--- src/rtl/mvpl_pkg.sv ---
`timescale 1ns / 1ps
`default_nettype none
// ----------------------------------------------------------------------------
// MAC vendor prefix lookup package
// Shared types, codes and helper functions for the prefix lookup block.
// ----------------------------------------------------------------------------
package mvpl_pkg;

  localparam int MacW     = 48;
  localparam int PrefixW  = 36;
  localparam int SlotW    = 6;
  localparam int VendorW  = 16;
  localparam int LenW     = 2;
  localparam int RankW    = 3;

  // Beat widths on the streams
  localparam int InDataW  = 112;
  localparam int OutDataW = 24;
  localparam int StatusW  = 2;

  // First-byte flag positions in the address
  localparam int McastBit = 40;
  localparam int LocalBit = 41;

  // Request kinds
  localparam logic REQ_WRITE  = 1'b0;
  localparam logic REQ_LOOKUP = 1'b1;

  // Result status codes
  localparam logic [StatusW-1:0] STATUS_WRITE_DONE = 2'd0;
  localparam logic [StatusW-1:0] STATUS_UNKNOWN    = 2'd1;
  localparam logic [StatusW-1:0] STATUS_PRIVATE    = 2'd2;
  localparam logic [StatusW-1:0] STATUS_FOUND      = 2'd3;

  // Prefix length codes
  localparam logic [LenW-1:0] LEN_EMPTY = 2'd0;
  localparam logic [LenW-1:0] LEN_24    = 2'd1;
  localparam logic [LenW-1:0] LEN_28    = 2'd2;
  localparam logic [LenW-1:0] LEN_36    = 2'd3;

  typedef struct packed {
    logic [PrefixW-1:0] prefix;
    logic [LenW-1:0]    length;
    logic               custom;
    logic [VendorW-1:0] vendor;
  } entry_t;

  typedef struct packed {
    logic               found;
    logic [VendorW-1:0] vendor;
    logic [LenW-1:0]    length;
    logic               custom;
  } best_t;

  typedef enum logic [2:0] {
    ST_CLEAR,
    ST_IDLE,
    ST_SCAN,
    ST_DRAIN,
    ST_RESP
  } state_e;

  // Significant prefix bits for a length code
  function automatic logic [PrefixW-1:0] prefix_mask(input logic [LenW-1:0] len);
    logic [PrefixW-1:0] m;
    case (len)
      LEN_36:  m = {36{1'b1}};
      LEN_28:  m = {{28{1'b1}}, 8'd0};
      LEN_24:  m = {{24{1'b1}}, 12'd0};
      default: m = '0;
    endcase
    return m;
  endfunction

  // Search priority: custom 36/28/24 above built-in 36/28/24, empty lowest
  function automatic logic [RankW-1:0] entry_rank(input logic [LenW-1:0] len,
                                                  input logic custom);
    logic [RankW-1:0] r;
    if (len == LEN_EMPTY) begin
      r = '0;
    end else if (custom) begin
      r = {1'b0, len} + 3'd3;
    end else begin
      r = {1'b0, len};
    end
    return r;
  endfunction

endpackage
`default_nettype wire

--- src/rtl/mvpl_table.sv ---
`timescale 1ns / 1ps
`default_nettype none
// ----------------------------------------------------------------------------
// Prefix table memory
// One write port and one registered read port over the slot entries.
// ----------------------------------------------------------------------------
module mvpl_table #(
  parameter int TABLE_DEPTH = 64,
  parameter int AddrW       = 6
) (
  input  wire logic                   clk_i,
  input  wire logic                   we_i,
  input  wire logic [AddrW-1:0]       waddr_i,
  input  wire mvpl_pkg::entry_t       wdata_i,
  input  wire logic [AddrW-1:0]       raddr_i,
  output mvpl_pkg::entry_t            rdata_o
);

  mvpl_pkg::entry_t mem [TABLE_DEPTH];
  mvpl_pkg::entry_t rdata_q;

  always_ff @(posedge clk_i) begin
    if (we_i) begin
      mem[waddr_i] <= wdata_i;
    end
  end

  always_ff @(posedge clk_i) begin
    rdata_q <= mem[raddr_i];
  end

  assign rdata_o = rdata_q;

endmodule
`default_nettype wire

--- src/rtl/mvpl_match.sv ---
`timescale 1ns / 1ps
`default_nettype none
// ----------------------------------------------------------------------------
// Prefix compare unit
// Compares one table entry a cycle against the address and keeps the best hit.
// ----------------------------------------------------------------------------
module mvpl_match (
  input  wire logic                              clk_i,
  input  wire logic                              rst_ni,
  input  wire logic                              clear_i,
  input  wire logic                              en_i,
  input  wire logic [mvpl_pkg::PrefixW-1:0]      mac_hi_i,
  input  wire mvpl_pkg::entry_t                  entry_i,
  output mvpl_pkg::best_t                        best_o
);

  logic [mvpl_pkg::RankW-1:0]   rank_q, rank_d;
  logic [mvpl_pkg::RankW-1:0]   cand_rank;
  logic                         hit;
  logic                         take;
  logic [mvpl_pkg::VendorW-1:0] vendor_q, vendor_d;
  logic [mvpl_pkg::LenW-1:0]    length_q, length_d;
  logic                         custom_q, custom_d;

  always_comb begin
    hit = (entry_i.length != mvpl_pkg::LEN_EMPTY) &&
          (((mac_hi_i ^ entry_i.prefix) & mvpl_pkg::prefix_mask(entry_i.length)) == '0);
    cand_rank = mvpl_pkg::entry_rank(entry_i.length, entry_i.custom);
    // strictly better only, so the lowest slot wins a tie
    take = en_i && hit && (cand_rank > rank_q);

    rank_d   = rank_q;
    vendor_d = vendor_q;
    length_d = length_q;
    custom_d = custom_q;
    if (clear_i) begin
      rank_d = '0;
    end else if (take) begin
      rank_d   = cand_rank;
      vendor_d = entry_i.vendor;
      length_d = entry_i.length;
      custom_d = entry_i.custom;
    end
  end

  always_ff @(posedge clk_i or negedge rst_ni) begin
    if (!rst_ni) begin
      rank_q <= '0;
    end else begin
      rank_q <= rank_d;
    end
  end

  always_ff @(posedge clk_i) begin
    vendor_q <= vendor_d;
    length_q <= length_d;
    custom_q <= custom_d;
  end

  assign best_o.found  = (rank_q != '0);
  assign best_o.vendor = vendor_q;
  assign best_o.length = length_q;
  assign best_o.custom = custom_q;

endmodule
`default_nettype wire

--- src/rtl/mac_vendor_prefix_lookup_top.sv ---
`timescale 1ns / 1ps
`default_nettype none
// A write beat, or a lookup of a zero, multicast or locally administered
// address, is answered straight into the output register. Any other lookup
// scans every slot through the single compare unit, one slot a cycle.
// One item at a time; the next beat is taken once the output register is
// empty or being read. After reset the table is swept to empty, slot by
// slot, with no beat accepted.
// ----------------------------------------------------------------------------
// MAC vendor prefix lookup
// Prefix table with write and longest-prefix lookup requests on streams.
// ----------------------------------------------------------------------------
module mac_vendor_prefix_lookup_top #(
  parameter int TABLE_DEPTH = 64
) (
  input  wire logic                              clk_i,
  input  wire logic                              rst_ni,
  input  wire logic                              s_axis_tvalid_i,
  output logic                                   s_axis_tready_o,
  // mac[47:0], slot_index[53:48], entry_prefix[89:54], entry_length[91:90],
  // entry_custom[92], entry_vendor[108:93], zero[111:109]
  input  wire logic [mvpl_pkg::InDataW-1:0]      s_axis_tdata_i,
  // req_type[0]
  input  wire logic                              s_axis_tuser_i,
  output logic                                   m_axis_tvalid_o,
  input  wire logic                              m_axis_tready_i,
  // vendor_id[15:0], match_length[17:16], match_custom[18], zero[23:19]
  output logic [mvpl_pkg::OutDataW-1:0]          m_axis_tdata_o,
  // status[1:0]
  output logic [mvpl_pkg::StatusW-1:0]           m_axis_tuser_o
);

  localparam int AddrW = (TABLE_DEPTH > 1) ? $clog2(TABLE_DEPTH) : 1;
  localparam int IdxW  = (AddrW > mvpl_pkg::SlotW) ? AddrW : mvpl_pkg::SlotW;
  localparam logic [AddrW-1:0] LastAddr = AddrW'(TABLE_DEPTH - 1);

  mvpl_pkg::state_e state_q, state_d;
  logic [AddrW-1:0] cnt_q, cnt_d;
  logic             rd_vld_q, rd_vld_d;
  logic [mvpl_pkg::PrefixW-1:0] mac_q, mac_d;

  logic                         out_vld_q, out_vld_d;
  logic [mvpl_pkg::StatusW-1:0] out_status_q, out_status_d;
  logic [mvpl_pkg::VendorW-1:0] out_vendor_q, out_vendor_d;
  logic [mvpl_pkg::LenW-1:0]    out_length_q, out_length_d;
  logic                         out_custom_q, out_custom_d;

  // Beat fields
  logic [mvpl_pkg::MacW-1:0]    in_mac;
  logic [mvpl_pkg::SlotW-1:0]   in_slot;
  mvpl_pkg::entry_t             in_entry;
  logic [IdxW-1:0]              slot_ext;
  logic                         slot_ok;

  logic             out_free;
  logic             accept;
  logic             we;
  logic [AddrW-1:0] waddr;
  mvpl_pkg::entry_t wdata;
  logic [AddrW-1:0] raddr;
  logic             match_clear;
  mvpl_pkg::entry_t rdata;
  mvpl_pkg::best_t  best;

  assign in_mac          = s_axis_tdata_i[47:0];
  assign in_slot         = s_axis_tdata_i[53:48];
  assign in_entry.prefix = s_axis_tdata_i[89:54];
  assign in_entry.length = s_axis_tdata_i[91:90];
  assign in_entry.custom = s_axis_tdata_i[92];
  assign in_entry.vendor = s_axis_tdata_i[108:93];

  assign slot_ext = IdxW'(in_slot);
  assign slot_ok  = (32'(in_slot) < 32'(TABLE_DEPTH));

  assign out_free = !out_vld_q || m_axis_tready_i;
  assign s_axis_tready_o = (state_q == mvpl_pkg::ST_IDLE) && out_free;
  assign accept = s_axis_tvalid_i && s_axis_tready_o;

  always_comb begin
    state_d      = state_q;
    cnt_d        = cnt_q;
    rd_vld_d     = 1'b0;
    mac_d        = mac_q;
    we           = 1'b0;
    waddr        = slot_ext[AddrW-1:0];
    wdata        = in_entry;
    raddr        = cnt_q;
    match_clear  = 1'b0;
    out_vld_d    = out_vld_q && !m_axis_tready_i;
    out_status_d = out_status_q;
    out_vendor_d = out_vendor_q;
    out_length_d = out_length_q;
    out_custom_d = out_custom_q;

    case (state_q)
      mvpl_pkg::ST_CLEAR: begin
        // sweep every slot to empty
        we    = 1'b1;
        waddr = cnt_q;
        wdata = '0;
        cnt_d = cnt_q + 1'b1;
        if (cnt_q == LastAddr) begin
          cnt_d   = '0;
          state_d = mvpl_pkg::ST_IDLE;
        end
      end
      mvpl_pkg::ST_IDLE: begin
        if (accept) begin
          out_vendor_d = '0;
          out_length_d = mvpl_pkg::LEN_EMPTY;
          out_custom_d = 1'b0;
          if (s_axis_tuser_i == mvpl_pkg::REQ_WRITE) begin
            we           = slot_ok;
            out_vld_d    = 1'b1;
            out_status_d = mvpl_pkg::STATUS_WRITE_DONE;
          end else if ((in_mac == '0) || in_mac[mvpl_pkg::McastBit]) begin
            out_vld_d    = 1'b1;
            out_status_d = mvpl_pkg::STATUS_UNKNOWN;
          end else if (in_mac[mvpl_pkg::LocalBit]) begin
            out_vld_d    = 1'b1;
            out_status_d = mvpl_pkg::STATUS_PRIVATE;
          end else begin
            mac_d       = in_mac[47:12];
            match_clear = 1'b1;
            cnt_d       = '0;
            state_d     = mvpl_pkg::ST_SCAN;
          end
        end
      end
      mvpl_pkg::ST_SCAN: begin
        rd_vld_d = 1'b1;
        cnt_d    = cnt_q + 1'b1;
        if (cnt_q == LastAddr) begin
          cnt_d   = '0;
          state_d = mvpl_pkg::ST_DRAIN;
        end
      end
      mvpl_pkg::ST_DRAIN: begin
        // last slot is compared on this edge
        state_d = mvpl_pkg::ST_RESP;
      end
      mvpl_pkg::ST_RESP: begin
        if (out_free) begin
          out_vld_d = 1'b1;
          if (best.found) begin
            out_status_d = mvpl_pkg::STATUS_FOUND;
            out_vendor_d = best.vendor;
            out_length_d = best.length;
            out_custom_d = best.custom;
          end else begin
            out_status_d = mvpl_pkg::STATUS_UNKNOWN;
            out_vendor_d = '0;
            out_length_d = mvpl_pkg::LEN_EMPTY;
            out_custom_d = 1'b0;
          end
          state_d = mvpl_pkg::ST_IDLE;
        end
      end
      default: begin
        state_d = mvpl_pkg::ST_IDLE;
      end
    endcase
  end

  always_ff @(posedge clk_i or negedge rst_ni) begin
    if (!rst_ni) begin
      state_q   <= mvpl_pkg::ST_CLEAR;
      cnt_q     <= '0;
      rd_vld_q  <= 1'b0;
      out_vld_q <= 1'b0;
    end else begin
      state_q   <= state_d;
      cnt_q     <= cnt_d;
      rd_vld_q  <= rd_vld_d;
      out_vld_q <= out_vld_d;
    end
  end

  always_ff @(posedge clk_i) begin
    mac_q        <= mac_d;
    out_status_q <= out_status_d;
    out_vendor_q <= out_vendor_d;
    out_length_q <= out_length_d;
    out_custom_q <= out_custom_d;
  end

  mvpl_table #(
    .TABLE_DEPTH (TABLE_DEPTH),
    .AddrW       (AddrW)
  ) u_table (
    .clk_i   (clk_i),
    .we_i    (we),
    .waddr_i (waddr),
    .wdata_i (wdata),
    .raddr_i (raddr),
    .rdata_o (rdata)
  );

  mvpl_match u_match (
    .clk_i    (clk_i),
    .rst_ni   (rst_ni),
    .clear_i  (match_clear),
    .en_i     (rd_vld_q),
    .mac_hi_i (mac_q),
    .entry_i  (rdata),
    .best_o   (best)
  );

  assign m_axis_tvalid_o = out_vld_q;
  assign m_axis_tuser_o  = out_status_q;
  assign m_axis_tdata_o  = {5'd0, out_custom_q, out_length_q, out_vendor_q};

endmodule
`default_nettype wire
--- config.mk ---
export PLATFORM = sky130hd
export DESIGN_NAME = mac_vendor_prefix_lookup_top
export DESIGN_NICKNAME = d
export VERILOG_FILES = /design/src/rtl/mvpl_pkg.sv /design/src/rtl/mvpl_table.sv /design/src/rtl/mvpl_match.sv /design/src/rtl/mac_vendor_prefix_lookup_top.sv
export SDC_FILE = /design/constraint.sdc
export NUM_CORES = 2
export LEC_CHECK = 0
export CORE_ASPECT_RATIO = 0.7
export CORE_UTILIZATION = 44
export CTS_BUF_LIST = sky130_fd_sc_hd__clkbuf_8 sky130_fd_sc_hd__clkbuf_16
export CTS_CLUSTER_DIAMETER = 150
export DETAILED_ROUTE_END_ITERATION = 8
export DONT_BUFFER_PORTS = 1
export PLACE_DENSITY = 0.68
export REMOVE_ABC_BUFFERS = 1
export SLEW_MARGIN = 25
export SYNTH_ARGS = -nofsm -noshare
export SYNTH_HDL_FRONTEND = slang
export SYNTH_SLANG_ARGS = --single-unit
--- constraint.sdc ---
create_clock -name clk_i -period 6.7 [get_ports clk_i]
set_input_delay 0.67 -clock clk_i [delete_from_list [all_inputs] [get_ports clk_i]]
set_output_delay 0.67 -clock clk_i [all_outputs]
set_load 0.02 [all_outputs]
==> run metrics <==
Synth area leaders edfxtp_1 78%, mux4_2 18%, dfxtp_1 0.79%; Num CTS Buffers 332; Seq/Total Area, Yosys between 70% and 80%; Total GRT Usage about 22%; post-synth cell types 46; die width a little under 700 um; net total in the final layout between 5k and 6k; DR vias/cell between 6 and 7; Worst Path Arrival between 5 and 6 ns; first-pass GRT wire length 495000 um; worst hold stages 2; maximum root-to-sink buffer count 4; WS Path Type reg -> reg; f_max between 200 and 250 MHz; wire per inst about 34 um; share of the synthesized area in the top cell type approximately 78%; Root Buffer clkbuf_16; Finish-stage setup viols 0; pre-CTS WS 2.06 ns; Static Leak between 0.04 and 0.05 uW; Vias 64.0k; Slew Viols, Final 0; number of flops mapped to enable cells by yosys between 3k and 4k; worst-margin pin slew around 1.1 ns; Crit Path Max Fanout 38; clk slew on worst S/H paths ~0.06 ns; crit share post-route approximately 70%; DP HPWL ~200000 um; synth warn 0; initial antenna violation count 34; maxcap violations 0; Post-synth ARST share less than 1%; RSZ-0062 raised after global routing false; drt drc 0; remaining antenna violation count 0; CTS sink cnt ~3.7k; status completed; max_slew headroom a little over a quarter; Top Ports approximately 150; TritonCTS clock tree built; DR pass1 iterations 7; layout cells sized above 1 between 30% and 40%; worst min-delay path class in -> reg; H-tree levels 5; drt total wl 354000 um; Final GP Congestion between 0.8 and 0.9; Initial Util about 44%; Synth Cell Area about 140000 um2; final hold vios 0; CORE AREA roughly 310000 um2; Clk Latency, worst-skew pair around 0.90 ns; Layout Area Growth over Synthesis 13.0%; nature of the critical path startpoint flip-flop; Post-synth top flop edfxtp_1; top cells by instance count after synthesis 3595 x edfxtp_1, 1100 x mux4_2, 161 x clkbuf_1; largest net degree at the start of global routing around 120; most frequent cell after synthesis edfxtp_1; CP Capture Type flip-flop; vias in the first global route ~63k; reg2reg path depth 7; Setup Fix Bufs, Post-CTS 0; required time worst endpoint 7.22 ns; Max Clock Skew 0.0433 ns; Worst VDD drop approximately 0.34 mV; Synth Area per Inst around 25 um2; total gr overflow 0; Post-Syn Instances around 5.6k; initial drt markers around 11k; setup_tns 0 ns; Die Area between 300000 and 400000 um2; fin crit period 4.72 ns; Vert. Die Dim around 470 um; I/O Buffers 0; row count ~170; area leader, netlist edfxtp_1; final critical-path setup slack 1.98 ns; FF+latch count, synth 3664; power density cells just over 400 nW/um2
==> layer usage <==
metal  part of all wire [%]  track usage, %  wire [um]  vias to the layer above
li1                       -               -          -                    24800
met2                     47            34.0     166000                     3883
met5                      0               0          0                        -
met3                     11            5.17      39300                      545
met1                     39            31.9     137000                    34800
met4                    3.1            6.56      11100                        0
==> worst max-delay path, stage by stage (launching register included) <==
cell and delay (ns):
dfrtp_1 0.50, or3_4 0.64, buf_4 0.41, o21ai_1 0.22, buf_4 0.25, nand4_1 0.73, nor2_4 1.10, buf_12 0.39
==> layout make-up <==
type,instances,area (um2)
fill,23600,155000
sequential,3664,109000
multi-input combinational,1616,28500
clock buffer,354,8670
tap,4152,5190
timing repair buffer,237,2580
clock inverter,250,2180
antenna,17,42.5
inverter,6,22.5
==> per-stage QoR <==
stage / total power, uW / utilization (%) / hold WS, ns / instances / area [um2]
after floorplan: 40000 / - / 0.374 / 5286 / 137000
after global placement: 45800 / 46.6 / 0.376 / 9633 / 145000
after detailed placement: 46200 / 46.6 / 0.376 / 9637 / 145000
after CTS: 65100 / 50.2 / 0.00352 / 10300 / 157000
after global routing: 66800 / 50.2 / 0.0282 / 10300 / 157000
final: 64800 / 50.2 / 0.0625 / 10300 / 157000
==> layout by cell type (no fill, tap or decap), types with 6 or more instances in the layout <==
master | synthesis | final
a22oi_1 | 110 | 110
and2_1 | 78 | 33
and2_2 | 0 | 15
and2_4 | 0 | 30
buf_12 | 0 | 50
buf_4 | 15 | 145
bufinv_16 | 0 | 35
clkbuf_16 | 0 | 337
clkbuf_8 | 0 | 17
clkinv_1 | 0 | 57
clkinv_2 | 0 | 58
clkinv_8 | 0 | 6
clkinvlp_4 | 0 | 11
dfrtp_1 | 14 | 10
dfxtp_1 | 55 | 55
diode_2 | 0 | 17
dlygate4sd3_1 | 0 | 37
edfxtp_1 | 3595 | 3595
ha_1 | 9 | 9
inv_1 | 6 | 73
inv_6 | 0 | 9
mux4_2 | 1100 | 1100
nand2_1 | 80 | 80
nand2b_1 | 10 | 10
nand3_1 | 15 | 15
nand4_1 | 13 | 13
nor2_1 | 76 | 11
nor2_4 | 0 | 65
nor2b_1 | 8 | 6
nor4_1 | 15 | 10
o21ai_0 | 22 | 22
xnor2_1 | 28 | 28
xor2_1 | 8 | 8
==> power by group <==
group,internal [uW],switching [uW]
logic,7170,9580
clock network,10700,8350
registers,28300,661
==> cells by family (layout without fill, tap and decap cells) <==
logic type / after synthesis / in the layout / share of synthesized area (%)
xor+xnor: 36 / 36 / 0.228
mux: 1106 / 1106 / 17.9
buf+inv: 296 / 847 / 0.945
flops: 3664 / 3664 / 78.9
compound gates: 147 / 147 / 0.754
simple gates: 313 / 313 / 1.12
fa+ha+maj: 9 / 9 / 0.0813
other cells: 1 / 22 / 0.00271
==> state kept, by name (all words and copies together), names as in the netlist <==
| name | cells |
|---|---|
| cnt_q | 6 |
| m_axis_tuser_o | 2 |
| m_axis_tvalid_o | 1 |
| mac_q | 35 |
| out_custom_q | 1 |
| out_length_q | 2 |
| out_vendor_q | 16 |
| rd_vld_q | 1 |
| state_q | 3 |
| u_match.custom_q | 1 |
| u_match.length_q | 2 |
| u_match.rank_q | 3 |
| u_match.vendor_q | 16 |
| u_table.mem | 3520 |
| u_table.rdata_o | 55 |
==> path summary, 6_finish.rpt <==
check / startpoint / endpoint / slack (ns)
setup / recovery: state_q[1] / u_table.mem[47][4] / 1.98
min in group asynchronous: rst_ni / u_match.rank_q[1] / 0.31
max in group asynchronous: rst_ni / cnt_q[1] / 5.83
setup reg to reg: state_q[1] / u_table.mem[47][4] / 1.98
hold reg to reg: u_table.rdata_o[11] / u_match.vendor_q[11] / 0.41
hold / removal: s_axis_tuser_i / m_axis_tuser_o[0] / 0.06
==> what timing repair did <==
action / in CTS / in global routing
hold buffers: 37 / 0
hold endpoints to repair: 50 / 0
gates resized for setup: 0 / 0
No activity file was read; power rests on OpenSTA's default activity.
